--- config.mk ---
export PLATFORM = sky130hd
export DESIGN_NAME = dma_scatter_gather_builder
export DESIGN_NICKNAME = d
export VERILOG_FILES = /design/src/rtl/sgb_pkg.sv /design/src/rtl/sgb_chunk_cut.sv /design/src/rtl/sgb_seg_track.sv /design/src/rtl/dma_scatter_gather_builder.sv
export SDC_FILE = /design/constraint.sdc
export NUM_CORES = 1
export LEC_CHECK = 0
export ABC_AREA = 1
export BUFFER_PORTS_ARGS = -buffer_cell sky130_fd_sc_hd__clkbuf_2
export CELL_PAD_IN_SITES_DETAIL_PLACEMENT = 0
export CELL_PAD_IN_SITES_GLOBAL_PLACEMENT = 1
export CORE_AREA = 2 2 231 233
export CTS_CLUSTER_SIZE = 25
export DETAILED_ROUTE_END_ITERATION = 7
export DIE_AREA = 0 0 233 235
export PLACE_DENSITY_LB_ADDON = 0.1
export SYNTH_ARGS = -nofsm -noshare
export SYNTH_HDL_FRONTEND = slang
export SYNTH_SLANG_ARGS = --single-unit
--- constraint.sdc ---
create_clock -name aclk -period 17.33 [get_ports aclk]
set_input_delay 0.8665 -clock aclk [delete_from_list [all_inputs] [get_ports aclk]]
set_output_delay 0.8665 -clock aclk [all_outputs]
set_load 0.01 [all_outputs]
--- src/rtl/sgb_pkg.sv ---
// ----------------------------------------------------------------------------
// sgb_pkg
// Shared types and codes for the scatter-gather list builder: request and
// result structs, configuration register indexes and status codes.
// ----------------------------------------------------------------------------
package sgb_pkg;

    localparam int ADDR_W   = 32;
    localparam int LEN_W    = 32;
    localparam int CFG_W    = 32;
    localparam int CFG_IDX_W = 2;
    localparam int MAXSEG_W = 9;
    localparam int VOFF_W   = 12;
    localparam int USED_W   = 13;
    localparam int SEGIDX_W = 8;

    localparam logic [CFG_IDX_W-1:0] CFG_BOUNDARY    = 2'd0;
    localparam logic [CFG_IDX_W-1:0] CFG_MAX_SEG_LEN = 2'd1;
    localparam logic [CFG_IDX_W-1:0] CFG_MAX_SEGS    = 2'd2;

    localparam logic [1:0] ST_OK          = 2'd0;
    localparam logic [1:0] ST_TOO_MANY    = 2'd1;
    localparam logic [1:0] ST_XLATE_FAULT = 2'd2;

    typedef struct packed {
        logic                mode;
        logic [ADDR_W-1:0]   phys_addr;
        logic                translate_ok;
        logic [VOFF_W-1:0]   virt_page_offset;
        logic [LEN_W-1:0]    remaining_len;
    } sgb_req_t;

    typedef struct packed {
        logic [USED_W-1:0]   consumed_len;
        logic [SEGIDX_W-1:0] segment_index;
        logic [ADDR_W-1:0]   segment_addr;
        logic [LEN_W-1:0]    segment_len;
        logic                opened_new;
        logic [1:0]          status;
    } sgb_rsp_t;

endpackage

--- src/rtl/sgb_chunk_cut.sv ---
// ----------------------------------------------------------------------------
// sgb_chunk_cut
// Cuts one chunk to the page end, the remaining length and the next
// boundary window; also gives the boundary window mask.
// ----------------------------------------------------------------------------
module sgb_chunk_cut import sgb_pkg::*; #(
    parameter int PAGE_BYTES = 4096
) (
    input  logic [VOFF_W-1:0]                    virt_page_offset,
    input  logic [LEN_W-1:0]                     remaining_len,
    input  logic [ADDR_W-1:0]                    phys_addr,
    input  logic [CFG_W-1:0]                     boundary_bytes,
    output logic [$clog2(PAGE_BYTES+1)-1:0]      size,
    output logic [ADDR_W-1:0]                    bmask
);

    localparam int SIZE_W = $clog2(PAGE_BYTES + 1);

    logic [LEN_W-1:0]  page_off;
    logic [LEN_W-1:0]  page_room;
    logic [LEN_W-1:0]  size_a;
    logic [ADDR_W-1:0] bnd_addr;
    logic [ADDR_W-1:0] bnd_room;
    logic [LEN_W-1:0]  size_b;

    always_comb begin
        page_off  = LEN_W'(virt_page_offset) & LEN_W'(PAGE_BYTES - 1);
        page_room = LEN_W'(PAGE_BYTES) - page_off;
        size_a    = (remaining_len < page_room) ? remaining_len : page_room;
        bmask     = ~(boundary_bytes - 32'd1);
        bnd_addr  = (phys_addr + boundary_bytes) & bmask;
        bnd_room  = bnd_addr - phys_addr;
        if ((boundary_bytes != '0) && (size_a > bnd_room)) begin
            size_b = bnd_room;
        end else begin
            size_b = size_a;
        end
        size = SIZE_W'(size_b);
    end

endmodule

--- src/rtl/sgb_seg_track.sv ---
// ----------------------------------------------------------------------------
// sgb_seg_track
// Open segment state and sticky error; decides merge, open or reject for
// each request and forms its result.
// ----------------------------------------------------------------------------
module sgb_seg_track import sgb_pkg::*; #(
    parameter int PAGE_BYTES    = 4096,
    parameter int SEGMENT_SLOTS = 256
) (
    input  logic                                 aclk,
    input  logic                                 aresetn,
    input  logic                                 fire,
    input  sgb_req_t                             req,
    input  logic [$clog2(PAGE_BYTES+1)-1:0]      size,
    input  logic [ADDR_W-1:0]                    bmask,
    input  logic [CFG_W-1:0]                     boundary_bytes,
    input  logic [LEN_W-1:0]                     max_segment_bytes,
    input  logic [MAXSEG_W-1:0]                  max_segments,
    output sgb_rsp_t                             rsp
);

    localparam int IDX_W  = (SEGMENT_SLOTS > 1) ? $clog2(SEGMENT_SLOTS) : 1;
    localparam int CMP_W  = MAXSEG_W + 1;
    localparam logic [MAXSEG_W-1:0] SLOTS = MAXSEG_W'(SEGMENT_SLOTS);

    logic [ADDR_W-1:0] last_end_reg, last_end_next;
    logic [ADDR_W-1:0] seg_addr_reg, seg_addr_next;
    logic [LEN_W-1:0]  seg_len_reg,  seg_len_next;
    logic [IDX_W-1:0]  seg_idx_reg,  seg_idx_next;
    logic [1:0]        err_reg,      err_next;

    logic              remain_nz;
    logic              size_zero;
    logic              merge_ok;
    logic              at_limit;
    logic [MAXSEG_W-1:0] limit;
    logic [LEN_W:0]    grown_len;
    logic [LEN_W-1:0]  size_w;
    logic [ADDR_W-1:0] end_addr;
    logic [USED_W-1:0] used;
    logic              opened;

    always_comb begin
        remain_nz = (req.remaining_len != '0);
        size_zero = (size == '0);
        size_w    = LEN_W'(size);
        end_addr  = req.phys_addr + size_w;
        limit     = (max_segments < SLOTS) ? max_segments : SLOTS;
        grown_len = {1'b0, seg_len_reg} + {1'b0, size_w};
        merge_ok  = (req.phys_addr == last_end_reg)
                    && (grown_len <= {1'b0, max_segment_bytes})
                    && ((boundary_bytes == '0)
                        || ((seg_addr_reg & bmask) == (req.phys_addr & bmask)));
        at_limit  = ((CMP_W'(seg_idx_reg) + CMP_W'(1)) >= CMP_W'(limit));

        last_end_next = last_end_reg;
        seg_addr_next = seg_addr_reg;
        seg_len_next  = seg_len_reg;
        seg_idx_next  = seg_idx_reg;
        err_next      = err_reg;
        used          = '0;
        opened        = 1'b0;

        priority if (req.mode) begin
            if (remain_nz && !req.translate_ok) begin
                err_next = ST_XLATE_FAULT;
            end else begin
                err_next      = ST_OK;
                seg_idx_next  = '0;
                seg_addr_next = req.phys_addr;
                seg_len_next  = size_w;
                last_end_next = end_addr;
                used          = USED_W'(size);
                opened        = 1'b1;
            end
        end else if ((err_reg != ST_OK) || !remain_nz) begin
            // nothing consumed, state kept
        end else if (!req.translate_ok) begin
            err_next = ST_XLATE_FAULT;
        end else if (size_zero) begin
            // cut to nothing
        end else if (merge_ok) begin
            seg_len_next  = grown_len[LEN_W-1:0];
            last_end_next = end_addr;
            used          = USED_W'(size);
        end else if (at_limit) begin
            err_next = ST_TOO_MANY;
        end else begin
            seg_idx_next  = seg_idx_reg + IDX_W'(1);
            seg_addr_next = req.phys_addr;
            seg_len_next  = size_w;
            last_end_next = end_addr;
            used          = USED_W'(size);
            opened        = 1'b1;
        end

        rsp.consumed_len  = used;
        rsp.segment_index = SEGIDX_W'(seg_idx_next);
        rsp.segment_addr  = seg_addr_next;
        rsp.segment_len   = seg_len_next;
        rsp.opened_new    = opened;
        rsp.status        = err_next;
    end

    always_ff @(posedge aclk) begin
        if (!aresetn) begin
            last_end_reg <= '0;
            seg_addr_reg <= '0;
            seg_len_reg  <= '0;
            seg_idx_reg  <= '0;
            err_reg      <= ST_OK;
        end else if (fire) begin
            last_end_reg <= last_end_next;
            seg_addr_reg <= seg_addr_next;
            seg_len_reg  <= seg_len_next;
            seg_idx_reg  <= seg_idx_next;
            err_reg      <= err_next;
        end
    end

endmodule

--- src/rtl/dma_scatter_gather_builder.sv ---
// ----------------------------------------------------------------------------
// dma_scatter_gather_builder
// Builds a DMA segment list from page-bounded chunks, one result per request.
// ----------------------------------------------------------------------------
// Each chunk request is registered at the input, cut and merged into the open
// segment in a single pass, and its result is registered at the output, so a
// result passes the input register and then the result register, and a new
// request is taken every cycle while the result side keeps up. The rate of one
// request per cycle is set by the segment tracking stage, whose open-segment
// state feeds back into itself for each request. Configuration writes take
// effect at once and should be made only while no request is in flight.
module dma_scatter_gather_builder import sgb_pkg::*; #(
    parameter int PAGE_BYTES    = 4096,
    parameter int SEGMENT_SLOTS = 256
) (
    input  logic                  aclk,
    input  logic                  aresetn,
    input  logic                  s_valid,
    output logic                  s_ready,
    input  sgb_req_t              s_data,
    output logic                  m_valid,
    input  logic                  m_ready,
    output sgb_rsp_t              m_data,
    input  logic                  cfg_we,
    input  logic [CFG_IDX_W-1:0]  cfg_index,
    input  logic [CFG_W-1:0]      cfg_wdata
);

    localparam int SIZE_W = $clog2(PAGE_BYTES + 1);

    logic [CFG_W-1:0]    boundary_reg;
    logic [LEN_W-1:0]    max_seg_len_reg;
    logic [MAXSEG_W-1:0] max_segs_reg;

    sgb_req_t            req_reg;
    logic                req_valid_reg;
    sgb_rsp_t            rsp_reg;
    logic                rsp_valid_reg;

    logic                fire;
    logic [SIZE_W-1:0]   size;
    logic [ADDR_W-1:0]   bmask;
    sgb_rsp_t            rsp_next;

    // configuration registers
    always_ff @(posedge aclk) begin
        if (!aresetn) begin
            boundary_reg    <= '0;
            max_seg_len_reg <= 32'd65536;
            max_segs_reg    <= 9'd16;
        end else if (cfg_we) begin
            unique case (cfg_index)
                CFG_BOUNDARY:    boundary_reg    <= cfg_wdata;
                CFG_MAX_SEG_LEN: max_seg_len_reg <= cfg_wdata;
                CFG_MAX_SEGS:    max_segs_reg    <= cfg_wdata[MAXSEG_W-1:0];
                default:         ;
            endcase
        end
    end

    assign fire    = req_valid_reg && (!rsp_valid_reg || m_ready);
    assign s_ready = !req_valid_reg || fire;

    // input request register
    always_ff @(posedge aclk) begin
        if (!aresetn) begin
            req_valid_reg <= 1'b0;
        end else if (s_ready) begin
            req_valid_reg <= s_valid;
        end
    end

    always_ff @(posedge aclk) begin
        if (s_valid && s_ready) begin
            req_reg <= s_data;
        end
    end

    sgb_chunk_cut #(
        .PAGE_BYTES (PAGE_BYTES)
    ) u_cut (
        .virt_page_offset (req_reg.virt_page_offset),
        .remaining_len    (req_reg.remaining_len),
        .phys_addr        (req_reg.phys_addr),
        .boundary_bytes   (boundary_reg),
        .size             (size),
        .bmask            (bmask)
    );

    sgb_seg_track #(
        .PAGE_BYTES    (PAGE_BYTES),
        .SEGMENT_SLOTS (SEGMENT_SLOTS)
    ) u_track (
        .aclk              (aclk),
        .aresetn           (aresetn),
        .fire              (fire),
        .req               (req_reg),
        .size              (size),
        .bmask             (bmask),
        .boundary_bytes    (boundary_reg),
        .max_segment_bytes (max_seg_len_reg),
        .max_segments      (max_segs_reg),
        .rsp               (rsp_next)
    );

    // result register
    always_ff @(posedge aclk) begin
        if (!aresetn) begin
            rsp_valid_reg <= 1'b0;
        end else if (fire) begin
            rsp_valid_reg <= 1'b1;
        end else if (m_ready) begin
            rsp_valid_reg <= 1'b0;
        end
    end

    always_ff @(posedge aclk) begin
        if (fire) begin
            rsp_reg <= rsp_next;
        end
    end

    assign m_valid = rsp_valid_reg;
    assign m_data  = rsp_reg;

    a_status_code: assert property (@(posedge aclk) disable iff (!aresetn)
        m_valid |-> (m_data.status == ST_OK || m_data.status == ST_TOO_MANY
                     || m_data.status == ST_XLATE_FAULT))
        else $error("result status is not a defined code");

    a_consume_ok: assert property (@(posedge aclk) disable iff (!aresetn)
        (m_valid && (m_data.consumed_len != '0)) |-> (m_data.status == ST_OK))
        else $error("bytes consumed while an error is reported");

    a_open_ok: assert property (@(posedge aclk) disable iff (!aresetn)
        (m_valid && m_data.opened_new) |-> (m_data.status == ST_OK))
        else $error("segment opened while an error is reported");

    a_no_lost_result: assert property (@(posedge aclk) disable iff (!aresetn)
        (m_valid && !m_ready) |=> m_valid)
        else $error("pending result dropped without being taken");

endmodule
==> run summary <==
drt total wl -> 88.25 mm
Synth warnings -> 0
met2 Usage GRT -> 51.18%
final setup fails -> 0
root cell of the clock tree -> clkbuf_16
DIE HEIGHT -> 235 um
Sw Ratio -> 40.90%
DRT iter0 DRCs -> 2046
cts hold-fix bufs -> 0
grt peak-use layer -> met2
Yosys cell types -> 54
worst hold stages -> 1
H-Tree Level Count -> 2
Vias/cell -> 5.562
Leak -> 13.51 nW
ant diodes -> 0
antenna violation net count after detailed routing -> 0
most frequent cells in the layout -> 835 x nand2_1, 470 x inv_1, 342 x a21oi_1
fmax -> 74.74 MHz
Flop pwr share -> 30.0%
Port Buffer Count -> 206
Critical Path Max Stage Delay -> 0.81 ns
Worst Tran Pin Value -> 1.151 ns
total congestion overflow -> 0
Clock power frac -> 29.9%
# IOs -> 207
peak supply drop -> 0.09034 mV
most common cell after layout, fill and taps aside -> nand2_1
Worst Clk Skew -> 0.02765 ns
netlist area before placement -> 24830 um2
first-pass iteration count of the detailed router -> 5
Total Power -> 0.003245 W
Nets -> 3912
Final Util -> 53.43%
DP HPWL -> 67.14 mm
clk sinks -> 347
Horiz. Die Dim -> 233 um
Async S/R FF share, synth -> 0%
CTS Buf Count -> 43
Comb power frac -> 40.1%
max cap viols -> 0
Worst Path Required -> 17.74 ns
CP arrival -> 13.79 ns
Worst path most repeated cell -> nand2_1
fillers -> 5081
Slew headroom -> 23.25%
RR Startpoint -> req_reg[46]
initial antenna violation count -> 0
Crit Reg-Reg Endpoint -> u_track.last_end_reg[23]
FF-to-FF path depth -> 61
aggregate global-route resource usage -> 31.67%
vias in the first global route -> 23030
DRC -> 0
Synth Register Bits -> 347
largest cells by area after synthesis -> edfxtp_1 20%, dfxtp_1 15%, nand2_1 13%, ha_1 8.9%, inv_1 7.1%
max FFs per register -> 88
worst min path class -> in2reg
CP Capture Type -> flip-flop
Starting Density -> 47.53%
crit start category -> flip-flop
pins over their slew limit -> 0
via count -> 24130
first-pass GRT wire length -> 133.6 mm
RSZ-0062 raised after global routing -> false
DR WL/cell -> 20.34 um
Endpoint, Worst Hold -> req_reg[63]
post_cts resized -> 0
status -> completed
Tcrit/Tclk final -> 77.20%
worst skew pair latency -> 0.59 ns
Primary FF master, synth -> dfxtp_1
P_sw -> 0.001327 W
HP Start -> s_data[63]
core box area -> 52240 um2
register area share after synthesis -> 34.67%
area leader, netlist -> edfxtp_1
Post-synth EDFFs -> 166
Die ar. -> 54760 um2
layout cells sized above 1 -> 11.12%
Mapped Cells -> 3441
clk buf depth -> 3
CTS tree -> yes
CP max FO -> 33
largest net degree at the start of global routing -> 89
Period minus WS final -> 13.38 ns
GR Util met1 -> 42.76%
GPL Wtd Cong -> 1.004
FF-to-FF setup slack -> 3.95 ns
Pwr Density -> 116.3 nW/um2
Synth top area share -> 20.08%
site row count -> 84
Slowest cell on crit path -> o21ai_4
Clock Pin Slew Worst Setup and Hold Paths -> 0.06 ns
area grow syn2layout -> 12.42%
GR Util met3 -> 4.490%
WS Path Type -> reg2reg
P_int -> 0.001918 W
Setup Buffers After CTS -> 0
Hold Vio Cnt, Final -> 0
setup TNS -> 0 ns
syn_area_per_cell -> 7.215 um2
==> through the flow <==
stage / hold slack, ns / cell area [um2] / worst slack [ns] / std cells
2_1_floorplan: 0.4303 / 24890 / 8.354 / 3459
3_3_place_gp: 0.4440 / 26400 / 4.595 / 4258
3_5_place_dp: 0.4558 / 26400 / 4.310 / 4258
4_1_cts: 0.4196 / 27910 / 4.218 / 4338
5_1_grt: 0.4375 / 27910 / 2.522 / 4338
6_report: 0.4459 / 27910 / 3.950 / 4338
==> final cells by class <==
class / count / area, um2 / share of cell area, %
Clock buffer: 57 / 1242 / 4.452
Clock inverter: 23 / 269.0 / 0.9639
Inverter: 490 / 1847 / 6.617
Multi-Input combinational cell: 2507 / 13900 / 49.81
Sequential cell: 347 / 8608 / 30.84
Tap cell: 688 / 860.8 / 3.084
Timing Repair Buffer: 226 / 1181 / 4.232
==> kinds of logic after synthesis <==
logic type | count (synthesis) | synth area share, %
xor gates and xnor gates | 147 | 5.186
and+or+nand+nor | 1533 | 27.40
buffers and inverters | 605 | 9.707
other | 1 | 0.01510
AOI/OAI and AO/OA | 628 | 13.82
DFF | 347 | 34.67
adders and majority gates | 180 | 9.193
==> cell usage after synthesis (all sizes together) (17+ instances only) <==
library cell and count:
xnor2 23, nor4 17, ha 176, a22oi 32, edfxtp 166, o21ai 167, clkbuf 74, dfxtp 181
nand4 30, nor2 251, buf 41, a21oi 343, nand2 848, nor3 33, inv 483, nand3 327
xor2 124
==> power by group through the flow <==
stage | sequential, W | clock [W] | combinational (W)
finish | 0.000973 | 0.000971 | 0.00130
CTS | 0.000973 | 0.000986 | 0.00127
global route | 0.000979 | 0.00101 | 0.00143
floorplan | 0.000980 | 0 | 0.000874
detailed placement | 0.000989 | 0 | 0.00126
global placement | 0.000988 | 0 | 0.00125
==> metal layers <==
metal,routed length [um],part of all wire (%)
met1,39010,44
met2,40120,45
met3,5953,6.7
met4,3176,3.6
met5,0,0
==> worst max-delay path by stage <==
stage / start / end / cells past startpoint
final: req_reg[46] / u_track.last_end_reg[23] / 61
after global routing: req_reg[46] / u_track.last_end_reg[23] / 61
after CTS: req_reg[46] / u_track.last_end_reg[23] / 61
after detailed placement: req_reg[46] / u_track.last_end_reg[23] / 61
after global placement: req_reg[46] / u_track.last_end_reg[11] / 61
after floorplan: req_reg[46] / m_data[36] / 63
==> critical path: cells and delay by family (launching register included) <==
family / cells / cell delay (ns)
XOR/XNOR: 2 / 0.30
adder cells (fa/ha/maj): 5 / 1.59
flip-flops: 1 / 0.55
AND/OR/NAND/NOR: 32 / 5.95
AO/OA/AOI/OAI: 15 / 3.94
buffers and inverters: 7 / 0.81
Note: power is estimated with default switching activity, not from simulation.
